### config.mk
export PLATFORM = sky130hd
export DESIGN_NAME = cmph_prep
export DESIGN_NICKNAME = d
export VERILOG_FILES = /design/src/hdl/cmph_pkg.sv /design/src/hdl/cmph_prep.sv
export SDC_FILE = /design/constraint.sdc
export NUM_CORES = 1
export LEC_CHECK = 0
export BUFFER_PORTS_ARGS = -buffer_cell sky130_fd_sc_hd__buf_2
export CORE_MARGIN = 2
export CORE_UTILIZATION = 40
export DETAILED_ROUTE_END_ITERATION = 7
export GPL_ROUTABILITY_DRIVEN = 0
export PLACE_DENSITY = 0.84
export SETUP_SLACK_MARGIN = 0.4
export SYNTH_ARGS = -nofsm -noshare
export SYNTH_HDL_FRONTEND = slang
export SYNTH_SLANG_ARGS = --single-unit
export TNS_END_PERCENT = 5
### constraint.sdc
create_clock -name clk -period 0.8 [get_ports clk]
set_input_delay 0.04 -clock clk [delete_from_list [all_inputs] [get_ports clk]]
set_output_delay 0.04 -clock clk [all_outputs]
set_load 0.1 [all_outputs]
### src/hdl/cmph_pkg.sv
package cmph_pkg;

	localparam int SAMPLE_W = 16;
	localparam int HEAD_W   = 16;
	localparam int IN_SCALE = 16;
	localparam int ANG_FRAC = 24;
	localparam int ATAN_LEN = 24;
	localparam int VEC_W    = 36;
	localparam int ANG_W    = 34;
	localparam int IDX_W    = 5;

	localparam logic signed [ANG_W-1:0] DEG90_Q = ANG_W'(90) << ANG_FRAC;

	typedef struct packed {
		logic signed [VEC_W-1:0] a;
		logic signed [VEC_W-1:0] b;
		logic signed [ANG_W-1:0] z;
		logic                    ypos;
		logic                    yzero;
		logic                    xneg;
	} cmph_vec_t;

	function automatic logic signed [ANG_W-1:0] atan_q24(input logic [IDX_W-1:0] idx);
		logic signed [ANG_W-1:0] r;
		case (idx)
			5'd0:    r = ANG_W'(754974720);
			5'd1:    r = ANG_W'(445687602);
			5'd2:    r = ANG_W'(235489088);
			5'd3:    r = ANG_W'(119537938);
			5'd4:    r = ANG_W'(60000934);
			5'd5:    r = ANG_W'(30029717);
			5'd6:    r = ANG_W'(15018523);
			5'd7:    r = ANG_W'(7509720);
			5'd8:    r = ANG_W'(3754917);
			5'd9:    r = ANG_W'(1877466);
			5'd10:   r = ANG_W'(938734);
			5'd11:   r = ANG_W'(469367);
			5'd12:   r = ANG_W'(234684);
			5'd13:   r = ANG_W'(117342);
			5'd14:   r = ANG_W'(58671);
			5'd15:   r = ANG_W'(29335);
			5'd16:   r = ANG_W'(14668);
			5'd17:   r = ANG_W'(7334);
			5'd18:   r = ANG_W'(3667);
			5'd19:   r = ANG_W'(1833);
			5'd20:   r = ANG_W'(917);
			5'd21:   r = ANG_W'(458);
			5'd22:   r = ANG_W'(229);
			5'd23:   r = ANG_W'(115);
			default: r = '0;
		endcase
		return r;
	endfunction

endpackage

### src/hdl/cmph_prep.sv
module cmph_prep (
	input  logic                                clk,
	input  logic                                arst_n,
	input  logic                                en,
	input  logic                                d_vld,
	input  logic signed [cmph_pkg::SAMPLE_W-1:0] x,
	input  logic signed [cmph_pkg::SAMPLE_W-1:0] y,
	output logic                                q_vld,
	output cmph_pkg::cmph_vec_t                 q
);
	import cmph_pkg::*;

	logic signed [VEC_W-1:0] xs;
	logic signed [VEC_W-1:0] ys;
	cmph_vec_t               nxt;
	cmph_vec_t               vec_s1;
	logic                    vld_s1;

	always_comb begin
		xs = VEC_W'(x) <<< IN_SCALE;
		ys = VEC_W'(y) <<< IN_SCALE;
		nxt.ypos  = (y > 0);
		nxt.yzero = (y == '0);
		nxt.xneg  = x[SAMPLE_W-1];
		nxt.a     = y[SAMPLE_W-1] ? -ys : ys;
		nxt.b     = y[SAMPLE_W-1] ? -xs : xs;
		nxt.z     = '0;
	end

	always_ff @(posedge clk or negedge arst_n) begin
		if (!arst_n) begin
			vld_s1 <= 1'b0;
		end else if (en) begin
			vld_s1 <= d_vld;
		end
	end

	always_ff @(posedge clk) begin
		if (en) begin
			vec_s1 <= nxt;
		end
	end

	assign q_vld = vld_s1;
	assign q     = vec_s1;

endmodule

# == Word level (Yosys, flattened, before mapping) ==
# Index checks and enable logic that the tools add are counted.
# word_totals
ff_bits,76
in_bits,36
output_inout_bits,110
elab_cells,14
# op_classes
addsub,2
n_lt_le_gt_ge,1
muxes,2
n_reduce_logical,1
# ops
operator,count
$neg 32->36,2
$mux 36,1
$mux 31,1
$gt 16x1->1 const B,1
$logic_not 16->1,1

# == Depth between registers and ports, before layout ==
# logic_depth
depth_word,2
mapped_depth,6
ltp_nobuf,6

# == Worst setup path before layout ==
# No wires, ideal clock.
# synth_path
path_kind,input to register
start,in y[9] (netlist bit)
end,"reg vec_s1, in the netlist q[105], data pin"
setup_time_ns,0.258
arrival_time_ns,1.806
t_required_ns,0.542
setup_slack_ns,-1.264
cell_stages,5
n_path_buf,0
path_cell_list,or4_4 or4_4 or4_4 ha_1 nor2_1
# synth_via
elab_chain_cells,1
# synth_rtl
element,line,text
start: declaration,cmph_prep.sv:7,"input logic signed [cmph_pkg::SAMPLE_W-1:0] y,"
$neg 32->36,cmph_prep.sv:25,nxt.a = y[SAMPLE_W-1] ? -ys : ys;
end signal: assignment,cmph_prep.sv:40,vec_s1 <= nxt;
end: declaration,cmph_prep.sv:16,cmph_vec_t vec_s1;
# No other way between the ends.
# A chain may end at the register's enable or synchronous reset.

# == Final worst setup path ==
# Ends and elaborated chain as after synthesis.

==> impl_metrics.toml <==
[floorplan]
die_width_um = 82.76
initial_core_util = 0.4166
design.die.area_um2 = 6849
ios = 146
dieHeight_um = 82.76
rows = 28
core_um2 = 5956

[finish]
nNetsFinal = 388
stdcell_count = 425
fin_util = 0.7044
fillers = 336
syn2layout_area_growth_pct = 69.09
layout-drive-gt1-share = 0.5029
antennaDiodeCount = 0

[power]
p_leak_nw = 1.827
p_total_w = 0.009137
power_frac_clock = 0.152
peakVddDrop_uv = 1453
p_seq_frac = 0.329
power_density_nw_per_um2 = 2178
power_switching_w = 0.004478
combPwrFrac = 0.518
p_int_w = 0.004658
sw_frac_of_total = 0.4901

[routing]
antenna_left = 0
wire_per_inst_um = 18.62
remaining_drc_errors = 0
firstDrtPassIters = 4
drt_iter0_markers = 106
num_vias = 2064
viasPerCell = 4.856
wirelength_um = 7913

[min_path]
holdCritPathClass = "in2reg"
hold_depth = 1
worst_hold_startpoint = "x[0]"

[sta]
hold_ws_ns = -0.05670
post-route-period-util = 2.371
hold_viol_final = 2
layout_min_cycle_time_ns = 1.897
finalClockSkew_ns = 0
finalSetupViolations = 71
fmax_mhz = 527.2
tns_ns = -17.76
grt_setup_unrepaired = "yes"
report.final.slew_viol_count = 0
worst_slack_ns = -1.097

[yosys]
synthesis.instances = 211
synth-seq-cells = 44
synth_area_leaders = "edfxtp_1 52%, buf_4 20%, xnor2_1 8.5%"
synthFlopType = "edfxtp_1"
synth_cell_types = 26
ys_top_cells_by_count = "66 x buf_4, 43 x edfxtp_1, 24 x xnor2_1"
synth_edf_count = 43
yosysWarnings = 0
yosysMostFrequentCell = "buf_4"
synthArstFlopShare = 0.02273
synth_top_area_frac = 0.5204
yosysTopAreaCell = "edfxtp_1"
yosysSeqAreaShare = 0.5305
synth.avg_cell_area_um2 = 11.76
synth_area_um2 = 2481

[clocking]
numCtsBuffers = 5
cts.sinks = 44
clkTransAtPathRegs_ns = 0.08
cts_tree = "built"
holdBufCountCts = 1
cts_buffer_depth = 2
clkLatencyLatePin_ns = 0.30
htree_levels = 2
cts.root.buffer_cell = "clkbuf_8"

[placement]
place_inst = 412
port_buffers = 79
dp_hpwl_um = 4914

[worst_setup_path]
crit_path_start = "y[9]"
worstPathArrival_ns = 1.97
worst-r2r-cell-count = 1
worst_setup_path_start_kind = "primary input"
path_class = "in2reg"
rr_startpoint = "q_vld"
r2r_setup_slack_ns = 0.03
crit_fanout = 2
required_ns = 0.87
cp-end-kind = "register"

[global_route]
grt_pass1_vias = 1981
grt_antenna_before_repair = 0
grt_max_degree = 31
grt_pass1_wl_um = 10450
grt_usage = 0.2136
grt-ovfl-total = 0

[run_status]
failed_checks = "negative hold slack, negative setup slack"
outcome = "finished with violations"

[job]
max-cap-violations = 0
## layout make-up
cell class	instances	area, µm²	share of cell area
timing repair buffer	132	1546	0.3686
sequential	44	1316	0.3137
clock inverter	1	5.005	0.001193
clock buffer	7	76.32	0.01819
inverter	7	26.28	0.006263
tap	75	93.84	0.02237
multi-input combinational	159	1131	0.2696
## cell usage in the layout (no fill, tap or decap), types with 5 or more instances in the layout
cell | Yosys | layout
conb_1 | 1 | 69
buf_12 | 0 | 47
buf_2 | 0 | 29
xnor2_1 | 24 | 23
edfxtp_1 | 43 | 43
nand2_1 | 12 | 8
clkbuf_8 | 0 | 5
buf_4 | 66 | 45
buf_6 | 0 | 10
## state kept, by name (all words and copies together), names as in the netlist
name   cells
q         43
q_vld      1
## cell families after synthesis
| group | count (synthesis) | share of synthesized area |
|---|---|---|
| compound gates | 26 | 0.06657 |
| xor+xnor | 27 | 0.09531 |
| fa+ha+maj | 3 | 0.01513 |
| buf+inv | 76 | 0.2148 |
| flops | 44 | 0.5305 |
| mux | 1 | 0.004538 |
| other cells | 1 | 0.001511 |
| simple gates | 33 | 0.07161 |
## routing by layer
metal | up-vias | routed length [µm] | GRT usage
met1 | 1006 | 2659 | 0.2138
met5 | - | 0 | 0
met4 | 0 | 193 | 0.08525
met3 | 20 | 820 | 0.06087
li1 | 878 | - | -
met2 | 160 | 4240 | 0.4105
## critical path: stages
cell	delay (ns)
buf_6	0.09
or4_4	0.52
or4_4	0.44
or4_4	0.53
ha_4	0.31
nor2_2	0.03
## power groups by stage
| stage | combinational (W) | clock, W | sequential (W) |
|---|---|---|---|
| final | 0.00474 | 0.00139 | 0.00301 |
| after global routing | 0.00483 | 0.00148 | 0.00302 |
| after CTS | 0.00461 | 0.00132 | 0.00300 |
| after detailed placement | 0.00452 | 0 | 0.00305 |
| after global placement | 0.00445 | 0 | 0.00303 |
| after floorplan | 0.00183 | 0 | 0.00453 |
## timing repair
item                                    4_1_cts  5_1_grt
endpoints found under the setup margin      124       82
hold endpoints to repair                      3        2
setup buffers                                 2        2
resized for setup                            39       29
pin swaps                                     3        7
## final timing paths
kind	end
max in group asynchronous	q_vld
worst max register to register	q_vld
worst max-delay path	q[105]
worst min register to register	q_vld
worst min-delay path	q[53]
min in group asynchronous	q_vld
## metrics by stage
step | worst slack (ns) | hold slack (ns) | instance area [µm²]
2_1_floorplan | -1.264 | -0.2556 | 2736
3_3_place_gp | -1.366 | -0.1842 | 3765
3_5_place_dp | -1.428 | -0.1827 | 3765
4_1_cts | -1.072 | -0.04218 | 4041
5_1_grt | -1.103 | -0.06454 | 4195
6_report | -1.097 | -0.05670 | 4195
Power figures use the tool's default switching activity.
