[src/hdl/cmph_pkg.sv]
package cmph_pkg;

	localparam int SAMPLE_W = 16;
	localparam int HEAD_W   = 16;
	localparam int IN_SCALE = 16;
	localparam int ANG_FRAC = 24;
	localparam int ATAN_LEN = 24;
	localparam int VEC_W    = 36;
	localparam int ANG_W    = 34;
	localparam int IDX_W    = 5;

	localparam logic signed [ANG_W-1:0] DEG90_Q = ANG_W'(90) << ANG_FRAC;

	typedef struct packed {
		logic signed [VEC_W-1:0] a;
		logic signed [VEC_W-1:0] b;
		logic signed [ANG_W-1:0] z;
		logic                    ypos;
		logic                    yzero;
		logic                    xneg;
	} cmph_vec_t;

	function automatic logic signed [ANG_W-1:0] atan_q24(input logic [IDX_W-1:0] idx);
		logic signed [ANG_W-1:0] r;
		case (idx)
			5'd0:    r = ANG_W'(754974720);
			5'd1:    r = ANG_W'(445687602);
			5'd2:    r = ANG_W'(235489088);
			5'd3:    r = ANG_W'(119537938);
			5'd4:    r = ANG_W'(60000934);
			5'd5:    r = ANG_W'(30029717);
			5'd6:    r = ANG_W'(15018523);
			5'd7:    r = ANG_W'(7509720);
			5'd8:    r = ANG_W'(3754917);
			5'd9:    r = ANG_W'(1877466);
			5'd10:   r = ANG_W'(938734);
			5'd11:   r = ANG_W'(469367);
			5'd12:   r = ANG_W'(234684);
			5'd13:   r = ANG_W'(117342);
			5'd14:   r = ANG_W'(58671);
			5'd15:   r = ANG_W'(29335);
			5'd16:   r = ANG_W'(14668);
			5'd17:   r = ANG_W'(7334);
			5'd18:   r = ANG_W'(3667);
			5'd19:   r = ANG_W'(1833);
			5'd20:   r = ANG_W'(917);
			5'd21:   r = ANG_W'(458);
			5'd22:   r = ANG_W'(229);
			5'd23:   r = ANG_W'(115);
			default: r = '0;
		endcase
		return r;
	endfunction

endpackage

[src/hdl/cmph_skid.sv]
module cmph_skid (
	input  logic                         clk,
	input  logic                         arst_n,
	input  logic                         d_vld,
	output logic                         d_rdy,
	input  logic [cmph_pkg::HEAD_W-1:0]  d,
	output logic                         q_vld,
	input  logic                         q_rdy,
	output logic [cmph_pkg::HEAD_W-1:0]  q
);
	import cmph_pkg::*;

	logic [HEAD_W-1:0] out_q;
	logic [HEAD_W-1:0] skid_q;
	logic              out_v_q;
	logic              skid_v_q;

	assign d_rdy = !skid_v_q;
	assign q_vld = out_v_q;
	assign q     = out_q;

	always_ff @(posedge clk or negedge arst_n) begin
		if (!arst_n) begin
			out_v_q  <= 1'b0;
			skid_v_q <= 1'b0;
		end else if (q_rdy || !out_v_q) begin
			if (skid_v_q) begin
				skid_v_q <= 1'b0;
			end else begin
				out_v_q <= d_vld;
			end
		end else if (d_vld && !skid_v_q) begin
			skid_v_q <= 1'b1;
		end
	end

	always_ff @(posedge clk) begin
		if (q_rdy || !out_v_q) begin
			out_q <= skid_v_q ? skid_q : d;
		end else if (d_vld && !skid_v_q) begin
			skid_q <= d;
		end
	end

endmodule

[config.mk]
export PLATFORM = sky130hd
export DESIGN_NAME = cmph_skid
export DESIGN_NICKNAME = d
export VERILOG_FILES = /design/src/hdl/cmph_pkg.sv /design/src/hdl/cmph_skid.sv
export SDC_FILE = /design/constraint.sdc
export NUM_CORES = 1
export LEC_CHECK = 0
export ABC_AREA = 1
export BUFFER_PORTS_ARGS = -buffer_cell sky130_fd_sc_hd__buf_2
export CAP_MARGIN = 20
export CORE_MARGIN = 5
export CORE_UTILIZATION = 44
export DETAILED_ROUTE_END_ITERATION = 8
export GPL_ROUTABILITY_DRIVEN = 0
export PLACE_DENSITY = 0.84
export SYNTH_ARGS = -nofsm -noshare
export SYNTH_HDL_FRONTEND = slang
export SYNTH_SLANG_ARGS = --single-unit
[constraint.sdc]
create_clock -name clk -period 1.9 [get_ports clk]
set_clock_uncertainty 0.1 [all_clocks]
set_input_delay 0.285 -clock clk [delete_from_list [all_inputs] [get_ports clk]]
set_output_delay 0.285 -clock clk [all_outputs]
set_load 0.03 [all_outputs]
* Word level (Yosys, flattened, before mapping)
Cells that the tools add are included. W data, S select, Z words.
Cells by class: multiplexer cells 3, bitwise operators 2, reduce and logical (&&, ||, !) cells 7
Operators by type and width (number):
- $mux W16 | 1
- $reduce_and A2 Y1 | 2
- $logic_not A1 Y1 | 2
- $mux W1 | 2
- $not A1 Y1 | 2
- $reduce_bool A2 Y1 | 1
- $logic_and A1 B1 Y1 | 1
- $logic_or A1 B1 Y1 | 1
Word-level totals: register bits after elaboration 34, input bits 20, output and inout port bits 18

* Longest topological paths before layout
depth in word-level cells 4, depth in mapped cells 5, mapped depth without buffers 4

* Least setup slack after synthesis
No wires, ideal clock.
path kind register to register, from register out_v_q, in the netlist q_vld, to register skid_q[0] (enable), data arrival time 1.746 ns, required time 1.412 ns, path slack -0.334 ns, stages on the path, launching flop included 3, period minus slack after synthesis 2.234 ns, cells stage by stage dfrtp_1 nand2_1 nor2_1
On the way: longest elaborated chain between the ends 4
Ends and longest elaborated chain:
- from (decl) | line cmph_skid.sv:15 | logic out_v_q;
- from (signal assigned) | line cmph_skid.sv:30 | out_v_q <= d_vld;
- $logic_not A1 Y1 | line cmph_skid.sv:38 | if (q_rdy || !out_v_q) begin
- $logic_or A1 B1 Y1 | line cmph_skid.sv:38
- $not A1 Y1 (no line)
- $reduce_and A2 Y1 (no line)
- to (signal assigned) | line cmph_skid.sv:41 | skid_q <= d;
- to (decl) | line cmph_skid.sv:14 | logic [HEAD_W-1:0] skid_q;
No other way between the ends. A chain may end at the register's enable or synchronous reset.

* Worst setup path after layout
from register skid_v_q, to register skid_q[12] (enable)
On the way: longest elaborated chain between the ends 3
Ends and longest elaborated chain:
- from (decl) | line cmph_skid.sv:16 | logic skid_v_q;
- from (signal assigned) | line cmph_skid.sv:25 | skid_v_q <= 1'b0;
- from (signal assigned) | line cmph_skid.sv:28 | skid_v_q <= 1'b0;
- from (signal assigned) | line cmph_skid.sv:33 | skid_v_q <= 1'b1;
- $logic_not A1 Y1 | line cmph_skid.sv:40 | end else if (d_vld && !skid_v_q) begin
- $logic_and A1 B1 Y1 | line cmph_skid.sv:40
- $reduce_and A2 Y1 (no line)
No other way between the ends.

==> key figures <==
Status
  • Status: finished clean

Global routing
  • Number of global-route vias before repair: 870
  • First-pass GRT wire length: 3877 um
  • Initial antenna violation count: 0
  • GRT Total Usage: 12.54%
  • Largest net degree at the start of global routing: 20
  • GR Overflow Total: 0

Layout
  • Final #Nets: 159
  • # fillers: 227
  • Post-Layout Cell Count: 171
  • Area Growth Syn to Fin: 21.35%
  • Layout cells sized above 1: 35.71%
  • N_diodes: 0

Timing
  • Least-Margin Pin Slew: 0.4388 ns
  • Max-slew headroom: 70.68%
  • Final setup TNS: 0 ns
  • Final Hold Vio Count: 0
  • RSZ-0062 raised after global routing: no
  • Period utilization: 79.95%
  • Min Clock Period, post-route: 1.519 ns
  • Final setup viols: 0
  • Fmax: 0.6583 GHz
  • Max Transition Viols Final: 0

Routing
  • Via count: 815
  • Initial drt markers: 31
  • Routed WL per cell: 13.44 um
  • Post-Route WL: 2299 um
  • Vias per cell: 4.766
  • Post-route DRC violation count: 0
  • First-pass iteration count of the detailed router: 4
  • Antenna-violating nets left: 0

Hold path
  • Worst hold path type: in -> reg

Clock network
  • CTS H-tree depth: 2
  • Resized Gates After CTS: 0
  • CTS Buf Count: 5
  • Setup bufs post-CTS: 0
  • Clk sinks: 34
  • Root Buffer Master: clkbuf_4
  • CTS tree: built
  • Hold_buf cts: 1
  • Clk buf depth: 2
  • Reg clk slew, reported paths: 0.10 ns
  • Clock latency on the worst-skew pair: 0.33 ns

Die
  • Die Width: 63.88 um
  • Io pins: 38
  • Area of the die: 4081 um2
  • Initial core utilization: 45.93%
  • Core area: 2781 um2
  • Vert. Die Dim: 63.88 um
  • # rows: 19

Pwr
  • VDD IR max: 794.2 uV
  • Pwr/cell area: 992.7 nW/um2
  • Total power: 1539 uW
  • Lkg Pwr: 0.0006937 uW

Logic synthesis
  • Syn_nets: 115
  • Synthesized cell area: 1277 um2
  • Cell with the most instances after synthesis: nand2_1
  • Top cells by count, synth: nand2_1, edfxtp_1, nand2_2, nor2_1, dfrtp_1
  • Top cell type's share of synthesized area: 75.22%
  • Cell variety after synth: 10
  • Syn Inst Count: 95
  • Sequential-to-total area share from yosys stat: 79.14%
  • Top_reg_cell synth: edfxtp_1
  • Post-synth EDFFs: 32
  • Yosys reg bits: 34
  • FFs w/ async S/R, synth: 5.882%
  • Post-Syn Area per Cell: 13.45 um2
  • Top cells by area, synth: edfxtp_1, nand2_1, dfrtp_1
  • Area leader, netlist: edfxtp_1
  • Syn. warnings: 0

Worst setup path
  • CP required: 1.78 ns
  • Crit path max fanout: 19
  • Setup crit end kind: flop
  • Crit path arrival time: 1.40 ns
  • Startpoint types: flop
  • Critical path type: reg -> reg

Place
  • Post-Place Cells: 162
  • Dpl hpwl: 1706 um
  • Port Buffer Count: 37

Flow run
  • Max-Cap Viols: 0
==> critical path, cell delays in order, from the launching register on <==
cell	delay, ns
dfrtp_1	0.45
inv_8	0.14
nand2_1	0.11
nor2_4	0.37
==> per-layer routing <==
layer	part of all wire (%)	vias to the layer above	track usage (%)
li1	-	403	-
met1	41	373	13.53
met2	46	33	20.10
met3	11	6	7.005
met4	2.0	0	5.455
met5	0	-	0
==> state kept, by name, indices dropped and copies added (netlist names) <==
signal / cells
q_vld: 1
skid_q: 16
q: 16
skid_v_q: 1
==> final cells by class <==
class | count | area, um2 | share of cell area, %
flip-flops and latches | 34 | 1011 | 65.21
clock inverters | 2 | 8.758 | 0.5650
inverters | 2 | 15.01 | 0.9685
repair buffers | 40 | 210.2 | 13.56
multi-input cells | 56 | 225.2 | 14.53
well taps | 31 | 38.79 | 2.502
clock buffers | 6 | 41.29 | 2.663
==> cells by family after synthesis <==
kind of cell / share of synthesized area (%)
and+or+nand+nor: 17.04
buffers and inverters: 3.819
DFF: 79.14
==> layout by cell type, fill, tap and decap left out <==
| cell | instances |
|---|---|
| clkinv_1 | 1 |
| clkbuf_1 | 1 |
| inv_8 | 1 |
| nand2_1 | 50 |
| nand2_2 | 3 |
| clkbuf_4 | 5 |
| inv_1 | 1 |
| nor2_4 | 1 |
| buf_2 | 37 |
| dlygate4sd3_1 | 1 |
| dfrtp_1 | 2 |
| edfxtp_1 | 32 |
| clkinv_2 | 1 |
| buf_4 | 2 |
| nor2_1 | 2 |
==> path summary, 6_finish.rpt <==
kind,cells after the start,slack (ns),endpoint,from
hold reg to reg,2,0.42,q[8],skid_q[8]
setup reg to reg,3,0.38,skid_q[12],skid_v_q
hold / removal,1,0.03,skid_q[3],d[3]
min in group asynchronous,2,0.16,q_vld,arst_n
max in group asynchronous,2,1.43,skid_v_q,arst_n
setup / recovery,3,0.38,skid_q[12],skid_v_q
==> report_power, final <==
group / leakage (uW) / total, uW / internal [uW] / switching, uW
combinational: 0.000330 / 260 / 71.6 / 189
sequential: 0.000334 / 914 / 896 / 17.6
clock: 0.0000297 / 365 / 139 / 226
==> metrics by stage <==
| stage | instance area, um2 | util [%] | hold slack, ns | setup slack (ns) |
|---|---|---|---|---|
| 5_1_grt | 1550 | 55.74 | 0.008745 | 0.2718 |
| 3_5_place_dp | 1490 | 53.58 | -0.02029 | 0.3701 |
| 4_1_cts | 1550 | 55.74 | 0.01966 | 0.3538 |
| 6_report | 1550 | 55.74 | 0.03468 | 0.3809 |
| 3_3_place_gp | 1490 | 53.58 | -0.02869 | 0.4426 |
| 2_1_floorplan | 1285 | - | -0.1106 | 0.08081 |
(Power assumes the default switching activity.)
