`src/hdl/cmph_pkg.sv`:
```
package cmph_pkg;

	localparam int SAMPLE_W = 16;
	localparam int HEAD_W   = 16;
	localparam int IN_SCALE = 16;
	localparam int ANG_FRAC = 24;
	localparam int ATAN_LEN = 24;
	localparam int VEC_W    = 36;
	localparam int ANG_W    = 34;
	localparam int IDX_W    = 5;

	localparam logic signed [ANG_W-1:0] DEG90_Q = ANG_W'(90) << ANG_FRAC;

	typedef struct packed {
		logic signed [VEC_W-1:0] a;
		logic signed [VEC_W-1:0] b;
		logic signed [ANG_W-1:0] z;
		logic                    ypos;
		logic                    yzero;
		logic                    xneg;
	} cmph_vec_t;

	function automatic logic signed [ANG_W-1:0] atan_q24(input logic [IDX_W-1:0] idx);
		logic signed [ANG_W-1:0] r;
		case (idx)
			5'd0:    r = ANG_W'(754974720);
			5'd1:    r = ANG_W'(445687602);
			5'd2:    r = ANG_W'(235489088);
			5'd3:    r = ANG_W'(119537938);
			5'd4:    r = ANG_W'(60000934);
			5'd5:    r = ANG_W'(30029717);
			5'd6:    r = ANG_W'(15018523);
			5'd7:    r = ANG_W'(7509720);
			5'd8:    r = ANG_W'(3754917);
			5'd9:    r = ANG_W'(1877466);
			5'd10:   r = ANG_W'(938734);
			5'd11:   r = ANG_W'(469367);
			5'd12:   r = ANG_W'(234684);
			5'd13:   r = ANG_W'(117342);
			5'd14:   r = ANG_W'(58671);
			5'd15:   r = ANG_W'(29335);
			5'd16:   r = ANG_W'(14668);
			5'd17:   r = ANG_W'(7334);
			5'd18:   r = ANG_W'(3667);
			5'd19:   r = ANG_W'(1833);
			5'd20:   r = ANG_W'(917);
			5'd21:   r = ANG_W'(458);
			5'd22:   r = ANG_W'(229);
			5'd23:   r = ANG_W'(115);
			default: r = '0;
		endcase
		return r;
	endfunction

endpackage

```
`src/hdl/cmph_final.sv`:
```
module cmph_final #(
	parameter int FRAC_BITS = 7
) (
	input  logic                              clk,
	input  logic                              arst_n,
	input  logic                              en,
	input  logic                              d_vld,
	input  cmph_pkg::cmph_vec_t               d,
	output logic                              q_vld,
	output logic signed [cmph_pkg::HEAD_W-1:0] q_heading
);
	import cmph_pkg::*;

	localparam int SH     = ANG_FRAC - FRAC_BITS;
	localparam int HI_RAW = 180 * (1 << FRAC_BITS);
	localparam int LO_RAW = -90 * (1 << FRAC_BITS);
	localparam int HI_INT = (HI_RAW > 32767) ? 32767 : HI_RAW;
	localparam int LO_INT = (LO_RAW < -32768) ? -32768 : LO_RAW;
	localparam logic signed [ANG_W-1:0]  RND   = ANG_W'(1) << (SH - 1);
	localparam logic signed [ANG_W-1:0]  HI_W  = ANG_W'(HI_INT);
	localparam logic signed [ANG_W-1:0]  LO_W  = ANG_W'(LO_INT);
	localparam logic signed [HEAD_W-1:0] HI_H  = HEAD_W'(HI_INT);
	localparam logic signed [HEAD_W-1:0] LO_H  = HEAD_W'(LO_INT);

	logic signed [ANG_W-1:0]  hq;
	logic signed [ANG_W-1:0]  hr;
	logic signed [ANG_W-1:0]  h_s1;
	logic                     yzero_s1;
	logic                     xneg_s1;
	logic                     vld_s1;
	logic signed [HEAD_W-1:0] hc;
	logic signed [HEAD_W-1:0] head_s2;
	logic                     vld_s2;

	always_comb begin
		hq = d.ypos ? (DEG90_Q - d.z) : -d.z;
		hr = (hq + RND) >>> SH;
	end

	always_comb begin
		if (yzero_s1) begin
			hc = xneg_s1 ? HI_H : '0;
		end else if (h_s1 > HI_W) begin
			hc = HI_H;
		end else if (h_s1 < LO_W) begin
			hc = LO_H;
		end else begin
			hc = h_s1[HEAD_W-1:0];
		end
	end

	always_ff @(posedge clk or negedge arst_n) begin
		if (!arst_n) begin
			vld_s1 <= 1'b0;
			vld_s2 <= 1'b0;
		end else if (en) begin
			vld_s1 <= d_vld;
			vld_s2 <= vld_s1;
		end
	end

	always_ff @(posedge clk) begin
		if (en) begin
			h_s1     <= hr;
			yzero_s1 <= d.yzero;
			xneg_s1  <= d.xneg;
			head_s2  <= hc;
		end
	end

	assign q_vld     = vld_s2;
	assign q_heading = head_s2;

endmodule

```
`config.mk`:
```
export PLATFORM = sky130hd
export DESIGN_NAME = cmph_final
export DESIGN_NICKNAME = d
export VERILOG_FILES = /design/src/hdl/cmph_pkg.sv /design/src/hdl/cmph_final.sv
export SDC_FILE = /design/constraint.sdc
export NUM_CORES = 1
export LEC_CHECK = 0
export ABC_AREA = 1
export BUFFER_PORTS_ARGS = -buffer_cell sky130_fd_sc_hd__buf_2
export CORE_UTILIZATION = 35
export CTS_BUF_LIST = sky130_fd_sc_hd__clkbuf_16
export DETAILED_ROUTE_END_ITERATION = 16
export PLACE_DENSITY_LB_ADDON = 0.05
export RECOVER_POWER = 100
export SETUP_SLACK_MARGIN = 0.05
export SYNTH_ARGS = -nofsm -noshare
export SYNTH_HDL_FRONTEND = slang
export SYNTH_SLANG_ARGS = --single-unit
```
`constraint.sdc`:
```
create_clock -name clk -period 1.7 [get_ports clk]
set_input_delay 0.34 -clock clk [delete_from_list [all_inputs] [get_ports clk]]
set_output_delay 0.34 -clock clk [all_outputs]
set_load 0.05 [all_outputs]
```
-- Word level (Yosys, flattened, before mapping)
Index checks and enable logic that the tools add are counted.
W data, S select, Z words.
- register bits: 37
- input bits: 113
- output and inout port bits: 17
- word-level logic and storage cells: 16
- add/subtract/negate cells: 3
- magnitude comparators: 2
- multiplexer cells: 5
- operators by type and width (operator ; count):
    $mux W16 ; 3
    $add A34 B18 Y34 const B ; 1
    $mux W34 ; 1
    $neg A34 Y34 ; 1
    $sub A32 B34 Y34 const A ; 1
    $gt A17 B16 Y1 const B ; 1
    $lt A17 B15 Y1 const B ; 1
    $mux W15 ; 1

-- Longest topological paths before layout
Gate-level depths: netlist of run 1.
- depth in word-level cells: 4
- gate-level depth with buffers: 16
- gate-level depth less buffers: 16

-- Worst setup path before layout of run 1
No wires, ideal clock.
- kind: input to register
- from: in d[6] (netlist name)
- to: reg h_s1[13] (data pin)
- library setup time: 253 ps
- data arrival time: 1899 ps
- data required time: 1447 ps
- setup slack: -451 ps
- stages on the path: 16
- path buffers: 0
- path through: nor2_4 -> nand3_4 -> nor2_4 -> nand2_2 -> nand2_2 -> and2_1 -> ha_1 -> inv_1 -> nor2_2 -> nand2_4 -> nor2_8 -> nand3_2 -> nor2_2 -> nand3_1 -> nand2_1 -> nand2_1
- longest elaborated chain between the ends: 3
- elaborated cells on any way between the ends: 4
- those cells by class: 3 x add/sub; 1 x mux
- RTL lines (what ; line ; RTL):
    start, declared ; cmph_final.sv:8 ; input cmph_pkg::cmph_vec_t d,
    $neg A34 Y34 or $sub A32 B34 Y34 (tied branches) ; cmph_final.sv:36 ; hq = d.ypos ? (DEG90_Q - d.z) : -d.z;
    $mux W34 * ; cmph_final.sv:36 ;
    $add A34 B18 Y34 * ; cmph_final.sv:37 ; hr = (hq + RND) >>> SH;
    named net hr[13] ; cmph_final.sv:26 ; logic signed [ANG_W-1:0] hr;
    end signal, assigned ; cmph_final.sv:64 ; h_s1 <= hr;
    end, declared ; cmph_final.sv:27 ; logic signed [ANG_W-1:0] h_s1;
The timed path passes the listed nets; every way through them passes the cells marked *.
A chain may end at the register's enable or synchronous reset.

-- Worst setup path after layout of run 1
- from: in d[19] (netlist name)
- to: reg h_s1[13] (data pin)
Same word-level chain as after synthesis.

==> flow_metrics.env, run 1 <==
export IMPL_post_drt_via_cell_ratio=4.65
export IMPL_yosys_warnings=0
export IMPL_status="complete, but fails checks"
export IMPL_grt_pass1_vias=2970
export IMPL_ys_top_cells_by_area="edfxtp_1 36%, nand2_1 13%, nor2_1 8.0%"
export IMPL_clkSinkCount=37
export IMPL_synthArstFlopShare=0.0541
export IMPL_arrival_ps=2000
export IMPL_clock_fmax_mhz=509
export IMPL_synth_fa_ha_area_frac=0.00432
export IMPL_synthTopCellsByCount="102 x nand2_1, 62 x nor2_1, 56 x inv_1, 35 x edfxtp_1, 30 x nand3_1"
export IMPL_clk_latency_ps=280
export IMPL_crit_slowest_cell="ha_4"
export IMPL_layout_setup_ws_ps=-264
export IMPL_firstDrtPassIters=4
export IMPL_peakVddDrop_uv=365
export IMPL_worst_setup_path_type="primary input to register"
export IMPL_p_int_w=0.00199
export IMPL_yosysUniqueCellTypes=37
export IMPL_clk_pin_slew_ps=50
export IMPL_hp_class="primary input to register"
export IMPL_antenna_found_initial=0
export IMPL_dieArea_sq_um=8650
export IMPL_antenna_left=0
export IMPL_grt_pass1_wl_um=12300
export IMPL_synth_top_cell_by_area="edfxtp_1"
export IMPL_syn_avg_cell_area_sq_um=7.30
export IMPL_n_antenna_cell=0
export IMPL_path_cells="buf_6 > nor2_4 > nand3_2 > nor2_4 > nand2_4 > xor2_4 > ha_4 > inv_4 > nor2_4 > nand2_4 > nor2_8 > nand3_4 > nor2_4 > nand3_2 > nand2_1 > nand2_1"
export IMPL_gp_congestion=0.859
export IMPL_drive_gt1_frac=0.514
export IMPL_synth_top_family_by_area="simple AND/OR/NAND/NOR gates"
export IMPL_critPathLaunchType="primary input"
export IMPL_drc=0
export IMPL_dp_cells=657
export IMPL_dpl_instance_area_sq_um=4140
export IMPL_synth_most_common_cell="nand2_1"
export IMPL_rsz0062_at_grt="yes"
export IMPL_synth_compound_area_frac=0.0488
export IMPL_synth_seq_area_share=0.380
export IMPL_setup_viol=11
export IMPL_switchingPower_w=0.000867
export IMPL_drtIter0Drc=71
export IMPL_max_slew_margin_rel=0.405
export IMPL_ys_seq_elements=37
export IMPL_syn_to_final_growth_pct=69.4
export IMPL_fin_crit_ps=1960
export IMPL_power_frac_seq=0.395
export IMPL_synth_area_sq_um=2900
export IMPL_wl_per_cell_um=11.8
export IMPL_pwr_share_comb=0.306
export IMPL_synth_edf_count=35
export IMPL_path_common_cell="nor2_4"
export IMPL_fin_crit_sh=1.16
export IMPL_swShare=0.303
export IMPL_synth_nets=511
export IMPL_synth_xor_area_share=0.0302
export IMPL_die_h_um=93.0
export IMPL_power_density_nw_per_um2=582
export IMPL_maxCapViolCount=0
export IMPL_dp_slack_ps=-561
export IMPL_die_w_um=93.0
export IMPL_path_buf_inv=2
export IMPL_clkPwrFrac=0.298
export IMPL_synthFlopType="edfxtp_1"
export IMPL_postSynthCellCount=397
export IMPL_coreArea_sq_um=7850
export IMPL_critical_path_top_delay_family="simple AND/OR/NAND/NOR gates"
export IMPL_cpPeakStageDelay_ps=170
export IMPL_yosys_area_share_simple=0.452
export IMPL_port_buffers=57
export IMPL_synth_top_area_share=0.363
export IMPL_worst_pin_slew_ps=893
export IMPL_fin_worst_skew_ps=2.17
export IMPL_required_ps=1730
export IMPL_cts_made_buffers=5
export IMPL_initial_core_util=0.369
export IMPL_grt_util_all_layers=0.179
export IMPL_hold_violations=0
export IMPL_synthMuxAreaShare=0
export IMPL_wirelength_um=8040
export IMPL_htree_levels=2
export IMPL_cts_path_max_buffers=2
export IMPL_overflow=0
export IMPL_leakage_nw=2.28
export IMPL_grt_max_degree=40
export IMPL_rows=32
export IMPL_cts_tree="done"
export IMPL_final_cells=684
export IMPL_endpoint_kind="register"
export IMPL_dp_hpwl_um=6020
export IMPL_cp_max_fo=4
export IMPL_finalMaxSlewViolations=0
export IMPL_boundaryPins=130
export IMPL_clockRootBuffer="clkbuf_16"
export IMPL_via_count=3183
export IMPL_finalInstanceArea_sq_um=4910
export IMPL_nets=695
export IMPL_violations="negative setup slack"
-- cell usage in the layout, fill, tap and decap left out, types with 3 or more instances in the layout --
master / n
buf_4: 110
nand2_1: 80
inv_1: 49
nor2_4: 35
edfxtp_1: 35
nor2_1: 32
nand2_2: 30
buf_2: 25
buf_6: 21
nand3_1: 19
clkbuf_1: 18
nor2_2: 15
nand3_2: 13
inv_2: 13
nand4_1: 11
a21oi_1: 8
xor2_1: 7
nand2_4: 6
nor3_1: 5
clkbuf_16: 5
nand3_4: 3
a31oi_1: 3
buf_8: 3
-- power by group through the flow --
stage / registers (W) / clock network [W] / logic, W
2_1_floorplan: 0.00125 / 0 / 0.000284
3_3_place_gp: 0.00114 / 0 / 0.000731
3_5_place_dp: 0.00114 / 0 / 0.000738
4_1_cts: 0.00113 / 0.000868 / 0.000781
5_1_grt: 0.00114 / 0.000913 / 0.000953
6_report: 0.00113 / 0.000853 / 0.000876
-- logic make-up after synthesis --
logic type,after synthesis
DFF,37
and+or+nand+nor,260
adders and majority gates,1
xor gates and xnor gates,10
AOI/OAI and AO/OA,24
buffers and inverters,65
-- worst paths after layout --
kind                          start           end  slack, ps  depth (start not counted)
setup / recovery              d[19]      h_s1[13]       -260                         16
hold / removal                 d[0]       xneg_s1        240                          1
setup reg to reg           h_s1[10]  q_heading[9]         50                         10
hold reg to reg              vld_s1         q_vld        520                          2
max in group asynchronous    arst_n        vld_s1       1180                          2
min in group asynchronous    arst_n         q_vld        390                          2
-- worst register-to-register path, delay by kind of cell, from the launching register on --
kind | cells | cell delay (ps)
AND/OR/NAND/NOR | 8 | 760
flip-flops | 1 | 430
buffers and inverters | 2 | 180
-- stage by stage --
stage / total power (W) / TNS (ps) / hold slack, ps / util
finish: 0.00286 / -1820 / 236 / 0.625
global route: 0.00300 / -3270 / 227 / 0.625
CTS: 0.00278 / -1170 / 231 / 0.570
detailed placement: 0.00188 / -6410 / 131 / 0.528
global placement: 0.00187 / -6400 / 124 / 0.528
floorplan: 0.00153 / -1750 / 44.4 / -
-- routing by layer --
layer | global-route usage | routed length, um | up-vias
met1 | 0.196 | 3200 | 1441
li1 | - | - | 1647
met2 | 0.347 | 4320 | 72
met3 | 0.0211 | 258 | 23
met5 | 0 | 0 | -
met4 | 0.0679 | 263 | 0
-- area by class of cell --
type,instances,area [sq um]
Inverter,63,241
Tap cell,102,128
Multi-Input combinational cell,295,1980
Clock buffer,5,125
Clock inverter,3,13.8
Timing Repair Buffer,179,1320
Sequential cell,37,1100
Fill cell,715,2940
-- flip-flops by register name (all words and copies together), names as in the netlist --
name / cells
yzero_s1: 1
vld_s1: 1
q_heading: 16
xneg_s1: 1
q_vld: 1
h_s1: 17
-- what timing repair did --
item,CTS,global route
hold buffers,1,0
gates cloned,0,1
setup endpoints to repair,26,27
gates resized for setup,40,106
pin swaps,21,49
buffers inserted,5,14
endpoints found under the hold margin,2,0
Note: power is estimated with default switching activity, not from simulation.
==> run 2, diff against run 1 <==
- GPL_TIMING_DRIVEN: default -> 0
- PLACE_DENSITY_LB_ADDON: 0.05 -> default
==> flow_metrics.env, run 2 (synthesis gave the netlist of run 1 again) <==
export IMPL_leakage_nw=1.73
export IMPL_critical_path_top_delay_family="simple AND/OR/NAND/NOR gates"
export IMPL_dieArea_sq_um=8650
export IMPL_largest_reg_flops=17
export IMPL_antenna_left=0
export IMPL_htree_levels=2
export IMPL_maxCapViolCount=0
export IMPL_nets=597
export IMPL_grt_pass1_vias=2718
export IMPL_final_common_cell="nand2_1"
export IMPL_boundaryPins=130
export IMPL_path_cells="buf_4 > nor2_4 > nand3_2 > nor2_4 > nand2_2 > nand2_2 > and2_4 > ha_4 > inv_2 > nor2_4 > nand2_4 > nor2_8 > nand3_4 > nor2_4 > nand3_2 > nand2_1 > nand2_1"
export IMPL_grt_pass1_wl_um=11400
export IMPL_grt_util_all_layers=0.162
export IMPL_finalInstanceArea_sq_um=4020
export IMPL_peakVddDrop_uv=353
export IMPL_finalPower_w=0.00268
export IMPL_dp_hpwl_um=5120
export IMPL_regMostFlops="h_s1"
export IMPL_clockRootBuffer="clkbuf_16"
export IMPL_clk_pin_slew_ps=50
export IMPL_cts_path_max_buffers=2
export IMPL_violations="negative setup slack"
export IMPL_fin_crit_ps=2020
export IMPL_gp_congestion=0.864
export IMPL_required_ps=1730
export IMPL_overflow=0
export IMPL_n_antenna_cell=0
export IMPL_drc=0
export IMPL_cts_made_buffers=5
export IMPL_arrival_ps=2040
export IMPL_ff2ff_setup_slack_ps=40
export IMPL_firstDrtPassIters=5
export IMPL_fin_crit_sh=1.19
export IMPL_worst_pin_slew_ps=896
export IMPL_wl_per_cell_um=11.7
export IMPL_die_w_um=93.0
export IMPL_initial_core_util=0.369
export IMPL_hold_violations=0
export IMPL_max_slew_margin_rel=0.403
export IMPL_rsz0062_at_grt="yes"
export IMPL_utilization=0.512
export IMPL_drtIter0Drc=83
export IMPL_crit_slowest_cell="nor2_4"
export IMPL_antenna_found_initial=0
export IMPL_cts_tree="done"
export IMPL_power_frac_seq=0.422
export IMPL_finalMaxSlewViolations=0
export IMPL_pwr_share_comb=0.265
export IMPL_critPathLaunchType="primary input"
export IMPL_dpl_instance_area_sq_um=3370
export IMPL_clkPwrFrac=0.313
export IMPL_clock_fmax_mhz=496
export IMPL_post_drt_via_cell_ratio=4.75
export IMPL_status="complete, but fails checks"
export IMPL_clk_latency_ps=270
export IMPL_cp_max_fo=4
export IMPL_worst_setup_path_type="primary input to register"
export IMPL_power_density_nw_per_um2=666
export IMPL_path_common_cell="nor2_4"
export IMPL_cpPeakStageDelay_ps=140
export IMPL_switchingPower_w=0.000819
export IMPL_endpoint_kind="register"
export IMPL_fin_worst_skew_ps=3.49
export IMPL_fill_cells=801
export IMPL_layout_setup_ws_ps=-315
export IMPL_grt_max_degree=40
export IMPL_rows=32
export IMPL_p_int_w=0.00186
export IMPL_swShare=0.306
export IMPL_wirelength_um=6850
export IMPL_port_buffers=57
export IMPL_layout_common_cells="90 x nand2_1, 49 x inv_1, 35 x edfxtp_1, 34 x nor2_4, 34 x nor2_1"
export IMPL_drive_gt1_frac=0.372
export IMPL_hp_class="primary input to register"
export IMPL_syn_to_final_growth_pct=38.6
export IMPL_path_buf_inv=2
export IMPL_coreArea_sq_um=7850
export IMPL_clkSinkCount=37
export IMPL_via_count=2784
export IMPL_die_h_um=93.0
export IMPL_setup_viol=10
-- run 2: final timing paths --
check                          from      endpoint  depth (start not counted)
setup reg to reg           h_s1[13]  q_heading[9]                         10
hold reg to reg              vld_s1         q_vld                          2
hold / removal                 d[0]       xneg_s1                          1
max in group asynchronous    arst_n        vld_s1                          2
setup / recovery               d[9]      h_s1[13]                         17
min in group asynchronous    arst_n         q_vld                          2
-- run 2: metal layers --
layer / up-vias / share of wire / GRT usage
met1: 1240 / 0.44 / 0.198
li1: 1456 / - / -
met5: - / 0 / 0
met4: 0 / 0.016 / 0.0462
met3: 14 / 0.039 / 0.0220
met2: 74 / 0.50 / 0.295
-- run 2: power groups by stage --
stage / clock network [W] / logic [W] / registers (W)
finish: 0.000837 / 0.000708 / 0.00113
global route: 0.000893 / 0.000778 / 0.00114
CTS: 0.000854 / 0.000648 / 0.00113
detailed placement: 0 / 0.000575 / 0.00114
global placement: 0 / 0.000568 / 0.00114
floorplan: 0 / 0.000284 / 0.00125
-- run 2: layout make-up --
type,instances,area [sq um],area share
multi-input cells,295,1900,0.474
flip-flops and latches,37,1100,0.274
repair buffers,79,490,0.122
inverters,63,236,0.0589
well taps,102,128,0.0318
clock buffers,5,125,0.0312
plain buffers,2,20.0,0.00499
clock inverters,3,12.5,0.00312
-- run 2: metrics by stage --
step	hold WS (ps)	setup slack, ps	std cells	TNS [ps]
global placement	125	-713	556	-6930
floorplan	44.4	-380	397	-1750
detailed placement	128	-725	556	-7580
finish	238	-315	586	-1930
CTS	235	-251	580	-1520
global route	234	-461	586	-3870
-- run 2: what timing repair did --
item	4_1_cts	5_1_grt
endpoints found under the setup margin	25	29
cloned	1	0
endpoints found under the hold margin	2	0
pin swaps	14	24
hold buffers	1	0
setup buffers	14	6
gates resized for setup	44	52
